[config.mk]
export PLATFORM = sky130hd
export DESIGN_NAME = dash_pattern_phase_query_flat
export DESIGN_NICKNAME = d
export VERILOG_FILES = /design/src/hw/rtl/dpq_pkg.sv /design/src/hw/rtl/dpq_if.sv /design/src/hw/rtl/dash_pattern_phase_query.sv /design/src/flat_wrapper.sv
export SDC_FILE = /design/constraint.sdc
export NUM_CORES = 1
export LEC_CHECK = 0
export CAP_MARGIN = 20
export CORE_UTILIZATION = 55
export DETAILED_ROUTE_END_ITERATION = 8
export DONT_BUFFER_PORTS = 1
export GPL_ROUTABILITY_DRIVEN = 0
export MAX_ROUTING_LAYER = met4
export PLACE_DENSITY = 0.7
export SLEW_MARGIN = 10
export SYNTH_ARGS = -nofsm -noshare
export SYNTH_HDL_FRONTEND = slang
export SYNTH_SLANG_ARGS = --single-unit
[constraint.sdc]
create_clock -name clk -period 12.7 [get_ports clk]
set_clock_uncertainty 0.05 [all_clocks]
set_input_delay 2.54 -clock clk [delete_from_list [all_inputs] [get_ports clk]]
set_output_delay 2.54 -clock clk [all_outputs]
set_load 0.01 [all_outputs]
[src/hw/rtl/dpq_pkg.sv]
// dpq_pkg: shared constants for the dash pattern phase query block
// register index codes, field widths and parameter defaults
// no dependencies
package dpq_pkg;

  localparam int SEG_LEN_W    = 12;
  localparam int POS_W        = 16;
  localparam int COUNT_W      = 3;
  localparam int CFG_DATA_W   = 16;
  localparam int CFG_INDEX_W  = 3;
  localparam int NUM_LEN_REGS = 4;
  localparam int MIN_LEN_PX   = 2;
  localparam int REM_BITS_PER_STAGE = 4;

  localparam int DEF_MAX_SEGMENTS  = 4;
  localparam int DEF_SPAN_PIXELS   = 256;
  localparam int DEF_FRACTION_BITS = 4;

  localparam logic [CFG_INDEX_W-1:0] REG_SEG_LEN_0 = 3'd0;
  localparam logic [CFG_INDEX_W-1:0] REG_SEG_LEN_3 = 3'd3;
  localparam logic [CFG_INDEX_W-1:0] REG_SEG_COUNT = 3'd4;
  localparam logic [CFG_INDEX_W-1:0] REG_PHASE     = 3'd5;

endpackage

[src/hw/rtl/dpq_if.sv]
// dpq_if: valid/ready channels for query items and result items
// depends on dpq_pkg
interface dpq_query_if import dpq_pkg::*; ();
  logic                    valid;
  logic                    ready;
  logic signed [POS_W-1:0] query_position;

  modport source (output valid, output query_position, input ready);
  modport sink (input valid, input query_position, output ready);
endinterface

interface dpq_result_if;
  logic valid;
  logic ready;
  logic in_dash;
  logic length_fault;

  modport source (output valid, output in_dash, output length_fault, input ready);
  modport sink (input valid, input in_dash, input length_fault, output ready);
endinterface

[src/hw/rtl/dash_pattern_phase_query.sv]
// dash_pattern_phase_query: top level, dash pattern lookup for line positions
// depends on dpq_pkg and the channel interfaces in dpq_if
//
// use: write the segment lengths, the segment count and the phase offset
// through cfg_we / cfg_index / cfg_data while no query is in flight. each
// write starts a rebuild of the period, the repeated span and the phase
// shift; it runs through a bit-serial remainder unit (load, run and done
// states), during which query.ready is low. writes to unknown indexes
// change no register but still start a rebuild.
// query channel: one position per item; result channel: in_dash and
// length_fault, one result per query, in order.
// query pipeline: an input register, the pipelined remainder by the period
// (4 bits per stage) and an output register.
// throughput: one item per cycle once the rebuild is done and while the
// result receiver takes results; when it stalls, the whole pipeline
// holds and query.ready drops; nothing is lost or repeated.
// reset: synchronous, active high; zeroes config and valid bits (solid pen).
module dash_pattern_phase_query
  import dpq_pkg::*;
#(
  parameter int MAX_SEGMENTS  = DEF_MAX_SEGMENTS,
  parameter int SPAN_PIXELS   = DEF_SPAN_PIXELS,
  parameter int FRACTION_BITS = DEF_FRACTION_BITS
) (
  input  logic                   clk,
  input  logic                   rst,
  input  logic                   cfg_we,
  input  logic [CFG_INDEX_W-1:0] cfg_index,
  input  logic [CFG_DATA_W-1:0]  cfg_data,
  dpq_query_if.sink              query,
  dpq_result_if.source           result
);

  localparam int PW    = SEG_LEN_W + $clog2(MAX_SEGMENTS);
  localparam int SPANQ = SPAN_PIXELS << FRACTION_BITS;
  localparam int SW    = $clog2(SPANQ + 1);
  localparam int TW    = (SW > PW) ? SW : PW;
  localparam int RW    = (SW > POS_W) ? SW : POS_W;
  localparam int CTW   = $clog2(RW + 1);
  localparam int DW    = ((PW > POS_W - 1) ? PW : POS_W - 1) + 1;
  localparam int BPS   = REM_BITS_PER_STAGE;
  localparam int NST   = (DW + BPS - 1) / BPS;
  localparam int DWP   = NST * BPS;
  localparam int CW    = ((TW > POS_W) ? TW : POS_W) + 1;
  localparam int NW    = $clog2(MAX_SEGMENTS + 1) + 1;
  localparam int MINQ  = MIN_LEN_PX << FRACTION_BITS;

  localparam logic [1:0] S_IDLE = 2'd0;
  localparam logic [1:0] S_LOAD = 2'd1;
  localparam logic [1:0] S_RUN  = 2'd2;
  localparam logic [1:0] S_DONE = 2'd3;

  // configuration registers
  logic [SEG_LEN_W-1:0]    seg_len [NUM_LEN_REGS];
  logic [COUNT_W-1:0]      seg_count;
  logic [POS_W-1:0]        phase_offset;

  // derived state
  logic [PW-1:0]           cum [MAX_SEGMENTS];
  logic [PW-1:0]           cum_next [MAX_SEGMENTS];
  logic [PW-1:0]           period;
  logic [TW-1:0]           total_span;
  logic [PW-1:0]           phase_shift;

  // rebuild sequencer
  logic [1:0]              st;
  logic [CTW-1:0]          cnt;
  logic [PW:0]             ra, rb, rc;
  logic [PW:0]             ra_next, rb_next, rc_next;
  logic [RW-1:0]           da, db, dc;
  logic                    busy;

  always_comb begin
    logic [NW-1:0]        n;
    logic [SEG_LEN_W-1:0] v;
    logic [PW-1:0]        acc;
    n = (NW'(seg_count) > NW'(MAX_SEGMENTS)) ? NW'(MAX_SEGMENTS) : NW'(seg_count);
    acc = '0;
    for (int k = 0; k < MAX_SEGMENTS; k++) begin
      v = '0;
      if (k < NUM_LEN_REGS && NW'(k) < n) begin
        v = seg_len[k % NUM_LEN_REGS];
        if (v != '0 && v < SEG_LEN_W'(MINQ)) begin
          v = SEG_LEN_W'(MINQ);
        end
      end
      acc = acc + PW'(v);
      cum_next[k] = acc;
    end
  end

  assign period = cum[MAX_SEGMENTS-1];
  assign busy   = (st != S_IDLE);

  always_comb begin
    logic [PW:0] t;
    t = {ra[PW-1:0], da[RW-1]};
    ra_next = (t >= {1'b0, period}) ? t - {1'b0, period} : t;
    t = {rb[PW-1:0], db[RW-1]};
    rb_next = (t >= {1'b0, period}) ? t - {1'b0, period} : t;
    t = {rc[PW-1:0], dc[RW-1]};
    rc_next = (t >= {1'b0, period}) ? t - {1'b0, period} : t;
  end

  always_ff @(posedge clk) begin
    if (rst) begin
      for (int k = 0; k < NUM_LEN_REGS; k++) begin
        seg_len[k] <= '0;
      end
      seg_count    <= '0;
      phase_offset <= '0;
      for (int k = 0; k < MAX_SEGMENTS; k++) begin
        cum[k] <= '0;
      end
      total_span  <= '0;
      phase_shift <= '0;
      st          <= S_IDLE;
      cnt         <= '0;
    end else begin
      for (int k = 0; k < MAX_SEGMENTS; k++) begin
        cum[k] <= cum_next[k];
      end
      if (cfg_we) begin
        if (cfg_index <= REG_SEG_LEN_3) begin
          seg_len[cfg_index[1:0]] <= cfg_data[SEG_LEN_W-1:0];
        end else if (cfg_index == REG_SEG_COUNT) begin
          seg_count <= cfg_data[COUNT_W-1:0];
        end else if (cfg_index == REG_PHASE) begin
          phase_offset <= cfg_data;
        end
        st <= S_LOAD;
      end else begin
        case (st)
          S_LOAD: begin
            st  <= S_RUN;
            cnt <= '0;
          end
          S_RUN: begin
            cnt <= cnt + 1'b1;
            if (cnt == CTW'(RW - 1)) begin
              st <= S_DONE;
            end
          end
          S_DONE: begin
            st <= S_IDLE;
            if (ra >= rb) begin
              phase_shift <= PW'(ra - rb);
            end else begin
              phase_shift <= PW'(ra + {1'b0, period} - rb);
            end
            if (period == '0) begin
              total_span <= '0;
            end else if (TW'(SPANQ) >= TW'(period)) begin
              total_span <= TW'(SPANQ) - TW'(rc);
            end else begin
              total_span <= TW'(period);
            end
          end
          default: st <= S_IDLE;
        endcase
      end
    end
  end

  // remainder datapath, no reset needed
  always_ff @(posedge clk) begin
    if (st == S_LOAD) begin
      ra <= '0;
      rb <= '0;
      rc <= '0;
      da <= RW'({~phase_offset[POS_W-1], phase_offset[POS_W-2:0]});
      db <= RW'(1) << (POS_W - 1);
      dc <= RW'(SPANQ);
    end else if (st == S_RUN) begin
      ra <= ra_next;
      rb <= rb_next;
      rc <= rc_next;
      da <= da << 1;
      db <= db << 1;
      dc <= dc << 1;
    end
  end

  // query pipeline
  logic            en;
  logic            take;
  logic            pv   [NST+1];
  logic            pok  [NST+1];
  logic            pflt [NST+1];
  logic [PW:0]     prem [NST+1];
  logic [DWP-1:0]  pdv  [NST+1];
  logic [PW:0]     srem [NST];
  logic [DWP-1:0]  sdv  [NST];
  logic            out_v;
  logic            out_dash;
  logic            out_fault;

  assign en          = !out_v || result.ready;
  assign query.ready = en && !busy;
  assign take        = query.valid && query.ready;

  always_comb begin
    logic [PW:0] t;
    for (int s = 0; s < NST; s++) begin
      srem[s] = prem[s];
      sdv[s]  = pdv[s];
      for (int b = 0; b < BPS; b++) begin
        t = {srem[s][PW-1:0], sdv[s][DWP-1]};
        srem[s] = (t >= {1'b0, period}) ? t - {1'b0, period} : t;
        sdv[s]  = sdv[s] << 1;
      end
    end
  end

  always_ff @(posedge clk) begin
    logic solid;
    logic in_rng;
    if (rst) begin
      for (int s = 0; s <= NST; s++) begin
        pv[s] <= 1'b0;
      end
      out_v <= 1'b0;
    end else if (en) begin
      pv[0] <= take;
      for (int s = 1; s <= NST; s++) begin
        pv[s] <= pv[s-1];
      end
      out_v <= pv[NST];
    end
    if (en) begin
      solid  = (seg_count == '0);
      in_rng = !query.query_position[POS_W-1] &&
               (CW'(query.query_position[POS_W-2:0]) < CW'(total_span));
      pflt[0] <= !solid && (period == '0);
      pok[0]  <= !solid && (period != '0) && in_rng;
      prem[0] <= '0;
      pdv[0]  <= DWP'(DW'(query.query_position[POS_W-2:0]) + DW'(phase_shift));
      for (int s = 1; s <= NST; s++) begin
        pflt[s] <= pflt[s-1];
        pok[s]  <= pok[s-1];
        prem[s] <= srem[s-1];
        pdv[s]  <= sdv[s-1];
      end
      out_fault <= pflt[NST];
      begin
        logic par;
        par = 1'b0;
        for (int k = 0; k < MAX_SEGMENTS; k++) begin
          par = par ^ (prem[NST][PW-1:0] >= cum[k]);
        end
        out_dash <= pok[NST] && !par;
      end
    end
  end

  assign result.valid        = out_v;
  assign result.in_dash      = out_dash;
  assign result.length_fault = out_fault;

  a_no_take_busy: assert property (@(posedge clk) disable iff (rst)
    busy |-> !query.ready)
    else $error("query taken during rebuild");

  a_excl: assert property (@(posedge clk) disable iff (rst)
    result.valid |-> !(result.in_dash && result.length_fault))
    else $error("dash and fault together");

  a_hold: assert property (@(posedge clk) disable iff (rst)
    (result.valid && !result.ready) |=> (result.valid && $stable(result.in_dash)))
    else $error("stalled result changed");

  a_cfg_busy: assert property (@(posedge clk) disable iff (rst)
    cfg_we |=> busy)
    else $error("write did not start rebuild");

endmodule
[src/flat_wrapper.sv]
// flat-port wrapper written by rule: the top's interface ports become plain ports
module dash_pattern_phase_query_flat import dpq_pkg::*;
#(
  parameter int MAX_SEGMENTS  = DEF_MAX_SEGMENTS,
  parameter int SPAN_PIXELS   = DEF_SPAN_PIXELS,
  parameter int FRACTION_BITS = DEF_FRACTION_BITS
)
  (clk, rst, cfg_we, cfg_index, cfg_data, query_valid, query_query_position, query_ready, result_valid, result_in_dash, result_length_fault, result_ready);
  dpq_query_if query_i ();
  dpq_result_if result_i ();
  input  logic clk;
  input  logic rst;
  input  logic cfg_we;
  input  logic [CFG_INDEX_W-1:0] cfg_index;
  input  logic [CFG_DATA_W-1:0] cfg_data;
  input wire logic [$bits(query_i.valid)-1:0] query_valid;
  input wire logic [$bits(query_i.query_position)-1:0] query_query_position;
  output wire logic [$bits(query_i.ready)-1:0] query_ready;
  output wire logic [$bits(result_i.valid)-1:0] result_valid;
  output wire logic [$bits(result_i.in_dash)-1:0] result_in_dash;
  output wire logic [$bits(result_i.length_fault)-1:0] result_length_fault;
  input wire logic [$bits(result_i.ready)-1:0] result_ready;
  assign query_i.valid = query_valid;
  assign query_i.query_position = query_query_position;
  assign query_ready = query_i.ready;
  assign result_valid = result_i.valid;
  assign result_in_dash = result_i.in_dash;
  assign result_length_fault = result_i.length_fault;
  assign result_i.ready = result_ready;
  dash_pattern_phase_query #(.MAX_SEGMENTS(MAX_SEGMENTS), .SPAN_PIXELS(SPAN_PIXELS), .FRACTION_BITS(FRACTION_BITS)) u_core (.clk(clk), .rst(rst), .cfg_we(cfg_we), .cfg_index(cfg_index), .cfg_data(cfg_data), .query(query_i), .result(result_i));
endmodule
==> results.md, run 1 <==
- Post-synth EDFFs: 177
- Sort of element at the end of the critical path: flip-flop
- Data arrival time of the critical path: 11.77 ns
- Proportion of synthesized chip area in sequential cells: 0.271
- CTS sink count: 333
- DR WL/cell: 18.7 µm
- Required time at the endpoint of the critical path: 12.97 ns
- Post-layout nets: 4089
- Vias: 26218
- # Post-CTS Setup Buffers: 0
- Cell Rows: 86
- Setup repair after global routing missed its margin: no
- Post-synth ARST share: 0
- Destination of the critical timing path: u_core.prem[0][62]
- Mapped cell area: 31200 µm²
- Core area: 55500 µm²
- Dominant combinational cell family by area after synthesis: compound AO/OA/AOI/OAI gates
- Transition time of the tightest slew-check pin: 1.05 ns
- Count of different cell masters after synthesis: 91
- Synthesized Nets: 4094
- Crit start category: flip-flop
- Final number of hold-violating endpoints: 0
- Initial standard-cell utilization of the core: 0.562
- Clock Tree Root: clkbuf_16
- Number of hold buffers added after CTS: 0
- Number of global-route vias before repair: 24772
- FF-to-FF Start: u_core.cum[3][2]
- Synthesis-to-layout area growth: 7.33%
- Placed cell area: 32000 µm²
- Final Instance Area: 33500 µm²
- Final period demand of the worst path: 11.50 ns
- Final ANT Viol Nets: 0
- Cell seen most often among critical-path stages: a21oi_1
- Post-synthesis area per instance: 8.63 µm²
- Later-pin clock latency in the skew report: 0.59 ns
- Post-Synth Simple-Gate Area: 0.176
- Count of max-cap constraint violations: 0
- Count of unresolved DRC violations after routing: 0
- CP max stage cell: or3_1
- Overflow left after global routing: 0
- Achievable Freq: 87.0 MHz
- Flop2flop setup slack: 1.20 ns
- HPWL reported at the end of detailed placement: 61400 µm
- Post-Synth Adder-Cell Area: 0.186
- Post-synth top flop: edfxtp_1
- Count of pins over their slew limit: 0
- End of the worst register-to-register path: u_core.prem[0][62]
- Mean number of vias per cell: 5.98
- Flops & latches, synth: 333
- Slew HR: 0.300
- Setup violations, final: 0
- CTS Buf Count: 40
- Antenna violations before repair: 0
- Yosys warnings: 0
- Overall global routing resource usage: 0.293
- Synthesized netlist cell count: 3613
- Crit-path max FO: 38
- Vertical die dimension: 240 µm
- Total routed wirelength: 82200 µm
- Outcome: finished clean
- Hold Path Class: flip-flop to flip-flop
- Proportion of synthesized area in mux cells: 0.0599
- First drt pass iteration count: 5
- DRT iter0 DRCs: 1615
- Global-route wire length before repair: 131000 µm
- Reg clk slew, reported paths: 0.06 ns
- Overall die area: 57700 µm²
- Deepest clock path buffer count: 3
- Ports: 44
- IO Port Bufs: 0
- Sum of negative setup slack: 0 ns
- Synthesized-area fraction occupied by xor and xnor cells: 0.0678
- CTS tree: yes
- Fraction of layout cells with a size suffix above 1: 0.0712
- Part of the cycle the worst path needs: 0.906
- Maximum number of pins on one net before global-route repair: 90
- Worst R2R Path Depth: 39
- Synth Area in Compound Gates: 0.196
- CTS HTree Levels: 2
- Worst Setup SP: u_core.cum[3][2]
- Horizontal die dimension: 240 µm
- Critical Setup Path Class: flip-flop to flip-flop
- Biggest cell delay along the critical path: 0.74 ns
## what timing repair did
action / 4_1_cts / 5_1_grt
hold endpoints to repair: 0 / 0
setup endpoints to repair: 0 / 10
gates resized for setup: 0 / 1
## kinds of logic after synthesis
family | after synthesis
xor gates and xnor gates | 240
adders and majority gates | 441
AOI/OAI and AO/OA | 955
buffers and inverters | 352
DFF | 333
muxes | 168
and+or+nand+nor | 1124
## Yosys cell counts, types with 7 or more instances
cell / number / area (µm²)
ha_1: 405 / 5070
nor2_1: 336 / 1260
a21oi_1: 304 / 1520
inv_1: 269 / 1010
nand2_1: 236 / 886
o21ai_0: 205 / 1030
edfxtp_1: 177 / 5320
dfxtp_1: 156 / 3120
xnor2_1: 156 / 1370
mux2_2: 97 / 1090
a21o_1: 88 / 661
nor3_1: 88 / 440
nor2b_1: 87 / 544
xor2_1: 83 / 727
and2_1: 70 / 438
a211oi_1: 65 / 488
clkbuf_1: 62 / 233
nand3_1: 59 / 295
o21a_1: 52 / 390
nand4_1: 51 / 319
nand2b_1: 50 / 313
mux2i_1: 47 / 470
fa_1: 36 / 721
and3_1: 32 / 200
or3_1: 26 / 163
o31ai_1: 25 / 188
o21bai_1: 24 / 180
or2_2: 24 / 150
a31oi_1: 23 / 144
nor4_1: 23 / 144
o31a_1: 20 / 175
o211ai_1: 18 / 135
a21boi_0: 15 / 113
mux2_1: 15 / 169
o221ai_1: 13 / 114
o41ai_1: 10 / 87.6
mux2_4: 9 / 135
a311oi_1: 8 / 70.1
buf_2: 8 / 40.0
nor3b_1: 8 / 60.1
or4_1: 8 / 60.1
and4_1: 7 / 61.3
## cell usage in the layout (no fill, tap or decap), types with 26 or more instances in the layout
| cell | instances |
|---|---|
| a21oi_1 | 304 |
| fa_1 | 36 |
| dfxtp_1 | 155 |
| mux2_2 | 97 |
| xor2_1 | 83 |
| nand3_1 | 59 |
| nor2b_1 | 86 |
| o21ai_0 | 205 |
| ha_1 | 403 |
| clkbuf_16 | 41 |
| edfxtp_1 | 177 |
| xnor2_1 | 156 |
| nand2b_1 | 50 |
| a21o_1 | 88 |
| nand2_1 | 236 |
| and3_1 | 32 |
| nand4_1 | 51 |
| mux2i_1 | 47 |
| buf_4 | 32 |
| a211oi_1 | 65 |
| o21a_1 | 52 |
| or3_1 | 26 |
| nor3_1 | 88 |
| and2_1 | 70 |
| inv_1 | 268 |
| nor2_1 | 336 |
## flip-flops by register name (all words and copies together) (netlist names)
signal / cells
u_core.prem: 56
u_core.cum: 53
u_core.seg_len: 48
u_core.pdv: 40
u_core.da: 16
u_core.phase_offset: 16
u_core.ra: 15
u_core.rb: 15
u_core.phase_shift: 14
u_core.rc: 14
u_core.total_span: 14
u_core.cnt: 5
u_core.pflt: 5
u_core.pok: 5
u_core.pv: 5
u_core.dc: 4
u_core.seg_count: 3
u_core.st: 2
u_core.result.in_dash: 1
u_core.result.length_fault: 1
u_core.result.valid: 1
## per-layer routing
layer,GRT usage,routed length (µm),up-vias,share of wire
met4,0.0950,2640,0,0.032
met1,0.384,37700,12252,0.46
met2,0.466,37100,667,0.45
met3,0.0398,4710,157,0.057
li1,-,-,13142,-
met5,-,0,-,0
## critical path, delay by kind of cell (launching register included)
| kind | cells | cell delay (ns) |
|---|---|---|
| buffers and inverters | 4 | 1.20 |
| DFF | 1 | 0.31 |
| AOI/OAI and AO/OA | 22 | 5.18 |
| adders and majority gates | 4 | 1.28 |
| and+or+nand+nor | 9 | 3.22 |
## per-stage QoR
| stage | setup WS [ns] | std cells | utilization | hold WS [ns] |
|---|---|---|---|---|
| after floorplan | 1.38 | 3613 | - | 0.350 |
| after global placement | 1.22 | 4310 | 0.577 | 0.351 |
| after detailed placement | 1.04 | 4310 | 0.577 | 0.355 |
| after CTS | 1.02 | 4381 | 0.602 | 0.368 |
| after global routing | 0.299 | 4385 | 0.603 | 0.371 |
| final | 1.20 | 4386 | 0.603 | 0.369 |
## how the worst min path moves through the flow
| stage | from | end | slack (ns) | depth (start not counted) |
|---|---|---|---|---|
| 6_report | u_core.pdv[0][11] | u_core.pdv[0][31] | 0.37 | 0 |
| 5_1_grt | u_core.pok[0][0] | u_core.pok[0][1] | 0.37 | 0 |
| 4_1_cts | u_core.pdv[0][26] | u_core.pdv[0][46] | 0.37 | 0 |
| 3_5_place_dp | u_core.pdv[0][9] | u_core.pdv[0][29] | 0.35 | 0 |
| 3_3_place_gp | u_core.pflt[2] | u_core.pflt[3] | 0.35 | 0 |
| 2_1_floorplan | u_core.pdv[0][0] | u_core.pdv[0][20] | 0.35 | 0 |
## final cells by class
class	instances	area, µm²
Sequential cell	333	8440
Fill cell	5021	22100
Antenna cell	1	2.50
Clock buffer	48	1070
Timing Repair Buffer	35	288
Inverter	270	1020
Clock inverter	23	302
Multi-Input combinational cell	2928	21400
Tap cell	748	936
Power of run 1 is left out: the tool's default activity adds up to more than one toggle a clock period on the data nets, which glitch-free logic cannot reach.
==> run 2, diff against run 1 <==
--- a/config.mk
+++ b/config.mk
@@ -11,7 +11,7 @@
 export DONT_BUFFER_PORTS = 1
 export GPL_ROUTABILITY_DRIVEN = 0
 export MAX_ROUTING_LAYER = met4
-export PLACE_DENSITY = 0.7
+export PLACE_DENSITY_LB_ADDON = 0.2
 export SLEW_MARGIN = 10
 export SYNTH_ARGS = -nofsm -noshare
 export SYNTH_HDL_FRONTEND = slang
==> constraint.sdc (replaced) <==
create_clock -name clk -period 13.2 [get_ports clk]
set_clock_uncertainty 0.05 [all_clocks]
set_input_delay 2.64 -clock clk [delete_from_list [all_inputs] [get_ports clk]]
set_output_delay 2.64 -clock clk [all_outputs]
set_load 0.01 [all_outputs]
==> run 2 against run 1 <==
  * Via count grew 0.69%
  * Cell count hardly changed
  * Worst hold slack got worse by 0.0017 ns
  * Wire length increased by 2.1%
  * Register-to-register slack improved by 0.14 ns
  * Count of clock-buffer cells in the layout rose by 4
  * Critical endpoint is now u_core.prem[0][35]
==> results.md, run 2 (synthesis results as in run 1) <==
- CP max stage cell: a2bb2oi_1
- Transition time of the tightest slew-check pin: 1.02 ns (-0.0291 ns)
- Vertical die dimension: 240 µm (unchanged)
- Antenna violations before repair: 1 (+1)
- Cell seen most often among critical-path stages: ha_1
- Horizontal die dimension: 240 µm (unchanged)
- Cell Count Post-Placement: 4311 (+0.023%)
- # Post-CTS Setup Buffers: 0 (unchanged)
- Number of hold buffers added after CTS: 0 (unchanged)
- FF-to-FF Start: u_core.cum[3][12]
- Sort of element at the end of the critical path: flip-flop
- CTS HTree Levels: 2 (unchanged)
- Finished Layout Cells: 4389 (+0.068%)
- Final period demand of the worst path: 11.86 ns (+0.362 ns)
- DRT iter0 DRCs: 1850 (+15%)
- Count of max-cap constraint violations: 0 (unchanged)
- CTS sink count: 333 (unchanged)
- Maximum number of pins on one net before global-route repair: 90 (unchanged)
- Core area: 55500 µm² (unchanged)
- Layer with the highest usage after global routing: met2
- Slew HR: 0.322 (+0.0220)
- Largest register FFs: 56 (unchanged)
- Worst Setup SP: u_core.cum[3][12]
- Global-route wire length before repair: 133000 µm (+1.9%)
- Overall global routing resource usage: 0.300 (+0.00697)
- GR Util met1: 0.390 (+0.00586)
- Largest registers: u_core.prem: 56 flops, u_core.cum: 53 flops, u_core.seg_len: 48 flops
- Total routed wirelength: 83900 µm (+2.1%)
- Later-pin clock latency in the skew report: 0.59 ns (about the same)
- Synthesis-to-layout area growth: 7.41% (about the same)
- Destination of the critical timing path: u_core.prem[0][35]
- Overall die area: 57700 µm² (unchanged)
- Footprint of the multi-input gates: 21400 µm² (about the same)
- Global-route track usage on met3: 0.0513 (+0.0115)
- Worst R2R Path Depth: 38 (-2.6%)
- Required time at the endpoint of the critical path: 13.47 ns (+0.50 ns)
- Final ANT Viol Nets: 0 (unchanged)
- Overflow left after global routing: 0 (unchanged)
- Deepest clock path buffer count: 3 (unchanged)
- CTS tree: yes
- End of the worst register-to-register path: u_core.prem[0][35]
- Clock Tree Root: clkbuf_16
- Biggest cell delay along the critical path: 0.74 ns (about the same)
- Cell Rows: 86 (unchanged)
- Final Core Density: 0.603 (about the same)
- Outcome: finished clean
- CTS Buf Count: 40 (unchanged)
- Fraction of layout cells with a size suffix above 1: 0.0701 (-0.00116)
- Number of global-route vias before repair: 24901 (+0.52%)
- Post-layout nets: 4089 (unchanged)
- Leading cell type in the layout, fill and taps excluded: ha_1
- First drt pass iteration count: 6 (+1)
- Initial standard-cell utilization of the core: 0.562 (unchanged)
- Storage element area: 8440 µm² (unchanged)
- Mean number of vias per cell: 6.02 (+0.63%)
- Vias: 26400 (+0.69%)
- HPWL reported at the end of detailed placement: 63500 µm (+3.3%)
- Critical Setup Path Class: flip-flop to flip-flop
- Crit start category: flip-flop
- Part of the cycle the worst path needs: 0.899 (-0.00688)
- DR WL/cell: 19.1 µm (+2.0%)
- Reg clk slew, reported paths: 0.06 ns (about the same)
- Post-CTS sizing: 0 (unchanged)
- Final number of hold-violating endpoints: 0 (unchanged)
- Ports: 44 (unchanged)
- Setup repair after global routing missed its margin: no
- Global-route met2 utilization: 0.463 (-0.00298)
- Setup violations, final: 0 (unchanged)
- Flop2flop setup slack: 1.34 ns (+0.14 ns)
- Count of pins over their slew limit: 0 (unchanged)
- Commonest non-fill, non-tap cells in the layout: ha_1, nor2_1, a21oi_1, inv_1, nand2_1
- IO Port Bufs: 0 (unchanged)
- Register with the most flip-flops: u_core.prem
- Achievable Freq: 84.3 MHz (-3.1%)
- Hold Path Class: flip-flop to flip-flop
- Crit-path max FO: 18 (-53%)
- Data arrival time of the critical path: 12.14 ns (+0.37 ns)
- Sum of negative setup slack: 0 ns (unchanged)
- Filler cells: 4953 (-1.4%)
- Count of unresolved DRC violations after routing: 0 (unchanged)
run 2: cell types whose count changed in the layout (fill, tap and decap cells not counted), moves of 2 or more:
cell	change
clkinv_4	-3
bufinv_16	+2
clkinv_1	+2
clkinv_2	-2
clkbuf_1	+4
run 2: routing by layer:
layer / share of wire / routed length [µm]
met4: 0.042 / 3530
met2: 0.44 / 37000
met1: 0.45 / 38100
met5: 0 / 0
met3: 0.063 / 5310
run 2: layout make-up:
type / count / area share
Multi-Input combinational cell: 2928 / 0.639
Sequential cell: 333 / 0.252
Clock buffer: 52 / 0.0321
Inverter: 270 / 0.0303
Tap cell: 748 / 0.0279
Clock inverter: 22 / 0.0100
Timing Repair Buffer: 35 / 0.00848
Antenna cell: 1 / 0.0000747
run 2: how the worst min path moves through the flow:
stage / from / depth (start not counted) / slack [ns] / to
6_report: u_core.pflt[2] / 0 / 0.37 / u_core.pflt[3]
5_1_grt: u_core.pdv[0][4] / 0 / 0.37 / u_core.pdv[0][24]
4_1_cts: u_core.pdv[0][9] / 0 / 0.37 / u_core.pdv[0][29]
3_5_place_dp: u_core.pdv[0][43] / 0 / 0.36 / u_core.pdv[0][63]
3_3_place_gp: u_core.pdv[0][9] / 0 / 0.35 / u_core.pdv[0][29]
2_1_floorplan: u_core.pdv[0][0] / 0 / 0.35 / u_core.pdv[0][20]
run 2: per-stage QoR:
step | cell area [µm²] | hold WS [ns] | setup WS (ns)
2_1_floorplan | 31200 | 0.350 | 1.88
3_3_place_gp | 32000 | 0.350 | 1.68
3_5_place_dp | 32000 | 0.355 | 1.51
4_1_cts | 33500 | 0.369 | 1.43
5_1_grt | 33500 | 0.374 | 0.315
6_report | 33500 | 0.367 | 1.34
run 2: worst max-delay path, delay by kind of cell, from the launching register on:
kind / cells / cell delay, ns
AOI/OAI and AO/OA: 22 / 6.05
adders and majority gates: 4 / 1.27
buffers and inverters: 4 / 1.31
DFF: 1 / 0.35
muxes: 4 / 1.38
and+or+nand+nor: 4 / 1.16
Power of run 2 is left out for the same reason.
==> run 3, diff against run 2 <==
--- a/config.mk
+++ b/config.mk
@@ -12,6 +12,7 @@
 export GPL_ROUTABILITY_DRIVEN = 0
 export MAX_ROUTING_LAYER = met4
 export PLACE_DENSITY_LB_ADDON = 0.2
+export RECOVER_POWER = 100
 export SLEW_MARGIN = 10
 export SYNTH_ARGS = -nofsm -noshare
 export SYNTH_HDL_FRONTEND = slang
==> run 3 against run 2 <==
  * The flow now finishes with violations (max-capacitance violations, max-slew violations)
  * Non-clock buffer count stayed put
  * Wire length hardly changed
  * Worst setup slack worse by 0.13 ns
  * Utilization is 0.19 points lower
  * Design area is 0.31% lower
  * Sequential cell count stayed put
  * Sequential share of layout area is 0.076 points higher
  * Fmax is 1.1% lower
==> results.md, run 3 (synthesis results as in run 1) <==
- DRT iter0 DRCs: 1831 (-1.0%)
- Register with the most flip-flops: u_core.prem
- Setup repair after global routing missed its margin: no
- Initial standard-cell utilization of the core: 0.562 (unchanged)
- Count of pins over their slew limit: 307 (+307)
- Ports: 44 (unchanged)
- Filler cells: 4969 (+0.32%)
- Crit-path max FO: 22 (+4)
- First drt pass iteration count: 7 (+1)
- Number of global-route vias before repair: 24901 (unchanged)
- CTS Buf Count: 40 (unchanged)
- Startpoint of the tightest hold check path: u_core.pflt[2]
- Sum of negative setup slack: 0 ns (unchanged)
- Number of hold buffers added after CTS: 0 (unchanged)
- Antenna violations before repair: 1 (unchanged)
- Number of stages on the worst hold path: 0 (unchanged)
- Deepest clock path buffer count: 3 (unchanged)
- Slew HR: -1.60 (-1.92)
- Later-pin clock latency in the skew report: 0.59 ns (about the same)
- Cell seen most often among critical-path stages: o21ai_0
- Leading cell type in the layout, fill and taps excluded: ha_1
- Final period demand of the worst path: 11.99 ns (+0.131 ns)
- End of the worst register-to-register path: u_core.prem[0][51]
- Sort of element at the end of the critical path: flip-flop
- Global-route wire length before repair: 133000 µm (unchanged)
- Storage element area: 8440 µm² (about the same)
- Crit start category: flip-flop
- CP max stage cell: o2111ai_1
- Largest registers: u_core.prem: 56 flops, u_core.cum: 53 flops, u_core.seg_len: 48 flops
- Data arrival time of the critical path: 12.24 ns (+0.10 ns)
- Count of max-cap constraint violations: 8 (+8)
- Total routed wirelength: 83800 µm (about the same)
- Part of the cycle the worst path needs: 0.909 (+0.00993)
- Largest register FFs: 56 (unchanged)
- Reg clk slew, reported paths: 0.06 ns (about the same)
- Cell Rows: 86 (unchanged)
- Fraction of layout cells with a size suffix above 1: 0.0626 (-0.00742)
- Clock Tree Root: clkbuf_16
- Transition time of the tightest slew-check pin: 3.89 ns (+2.88 ns)
- Biggest cell delay along the critical path: 0.75 ns (about the same)
- FF-to-FF Start: u_core.cum[3][13]
- DR WL/cell: 19.1 µm (about the same)
- Required time at the endpoint of the critical path: 13.44 ns (-0.03 ns)
- Core area: 55500 µm² (unchanged)
- CTS sink count: 333 (unchanged)
- Post-placement setup slack: 1.51 ns (unchanged)
- Post-CTS sizing: 0 (unchanged)
- CTS tree: yes
- IO Port Bufs: 0 (unchanged)
- Count of unresolved DRC violations after routing: 0 (unchanged)
- Commonest non-fill, non-tap cells in the layout: ha_1, nor2_1, a21oi_1, inv_1, nand2_1
- Final number of hold-violating endpoints: 0 (unchanged)
- Hold Path Class: flip-flop to flip-flop
- Final Core Density: 0.601 (-0.00189)
- Flop2flop setup slack: 1.21 ns (-0.13 ns)
- Overflow left after global routing: 0 (unchanged)
- Maximum number of pins on one net before global-route repair: 90 (unchanged)
- Horizontal die dimension: 240 µm (unchanged)
- Achievable Freq: 83.4 MHz (-1.1%)
- Setup violations, final: 0 (unchanged)
- Critical Setup Path Class: flip-flop to flip-flop
- Vias: 26432 (+0.12%)
- Hold Path End: u_core.pflt[3]
- Footprint of the multi-input gates: 21400 µm² (-0.23%)
- Hold WS: 0.367 ns (+0.0000120 ns)
- Overall die area: 57700 µm² (unchanged)
- Outcome: complete, but fails checks
- Final ANT Viol Nets: 0 (unchanged)
- Overall global routing resource usage: 0.300 (unchanged)
- HPWL reported at the end of detailed placement: 63500 µm (unchanged)
- # Post-CTS Setup Buffers: 0 (unchanged)
- Synthesis-to-layout area growth: 7.08%
- Post-layout nets: 4089 (unchanged)
- Post-layout worst setup margin: 1.21 ns (-0.131 ns)
- Worst R2R Path Depth: 39 (+2.6%)
- Mean number of vias per cell: 6.02 (about the same)
- Violated checks: max-capacitance violations, max-slew violations
- CTS HTree Levels: 2 (unchanged)
- Vertical die dimension: 240 µm (unchanged)
[run 3: cell types whose count changed in the layout (fill, tap and decap cells not counted), sizes merged]
cell / before / now
buf: 34 / 25
diode: 1 / 2
clkinvlp: 3 / 4
inv: 272 / 271
clkbuf: 53 / 62
[run 3: per-layer routing]
metal | global-route usage | wire length (µm) | vias to the layer above
li1 | - | - | 13157
met1 | 0.390 | 37800 | 12272
met2 | 0.463 | 36900 | 790
met3 | 0.0513 | 5600 | 213
met4 | 0.119 | 3510 | 0
met5 | - | 0 | -
[run 3: worst max path at each step]
stage,from,to,slack [ns],depth (start not counted)
global route,u_core.cum[3][13],u_core.prem[0][51],0.26,39
finish,u_core.cum[3][13],u_core.prem[0][51],1.21,39
floorplan,u_core.cum[3][1],u_core.prem[0][50],1.88,45
global placement,u_core.cum[3][12],u_core.prem[0][31],1.68,38
CTS,u_core.cum[3][12],u_core.prem[0][35],1.43,38
detailed placement,u_core.cum[3][12],u_core.prem[0][35],1.51,38
[run 3: cell type report]
cell class	count	area share
Clock inverter	22	0.0100
Antenna cell	2	0.000150
Clock buffer	52	0.0322
Tap cell	748	0.0280
Timing Repair Buffer	35	0.00686
Sequential cell	333	0.253
Inverter	270	0.0304
Multi-Input combinational cell	2928	0.640
[run 3: per-stage QoR]
step	instance area [µm²]	std cells
after floorplan	31200	3613
after global placement	32000	4311
after detailed placement	32000	4311
after CTS	33500	4385
after global routing	33400	4389
final	33400	4390
[run 3: worst max-delay path: cells and delay by family (launching register included)]
family,cells,cell delay [ns]
AND/OR/NAND/NOR,6,1.20
flip-flops,1,0.55
buffers and inverters,5,1.06
multiplexers,5,1.99
adder cells (fa/ha/maj),4,1.23
AO/OA/AOI/OAI,19,5.65
Power of run 3 is left out for the same reason.
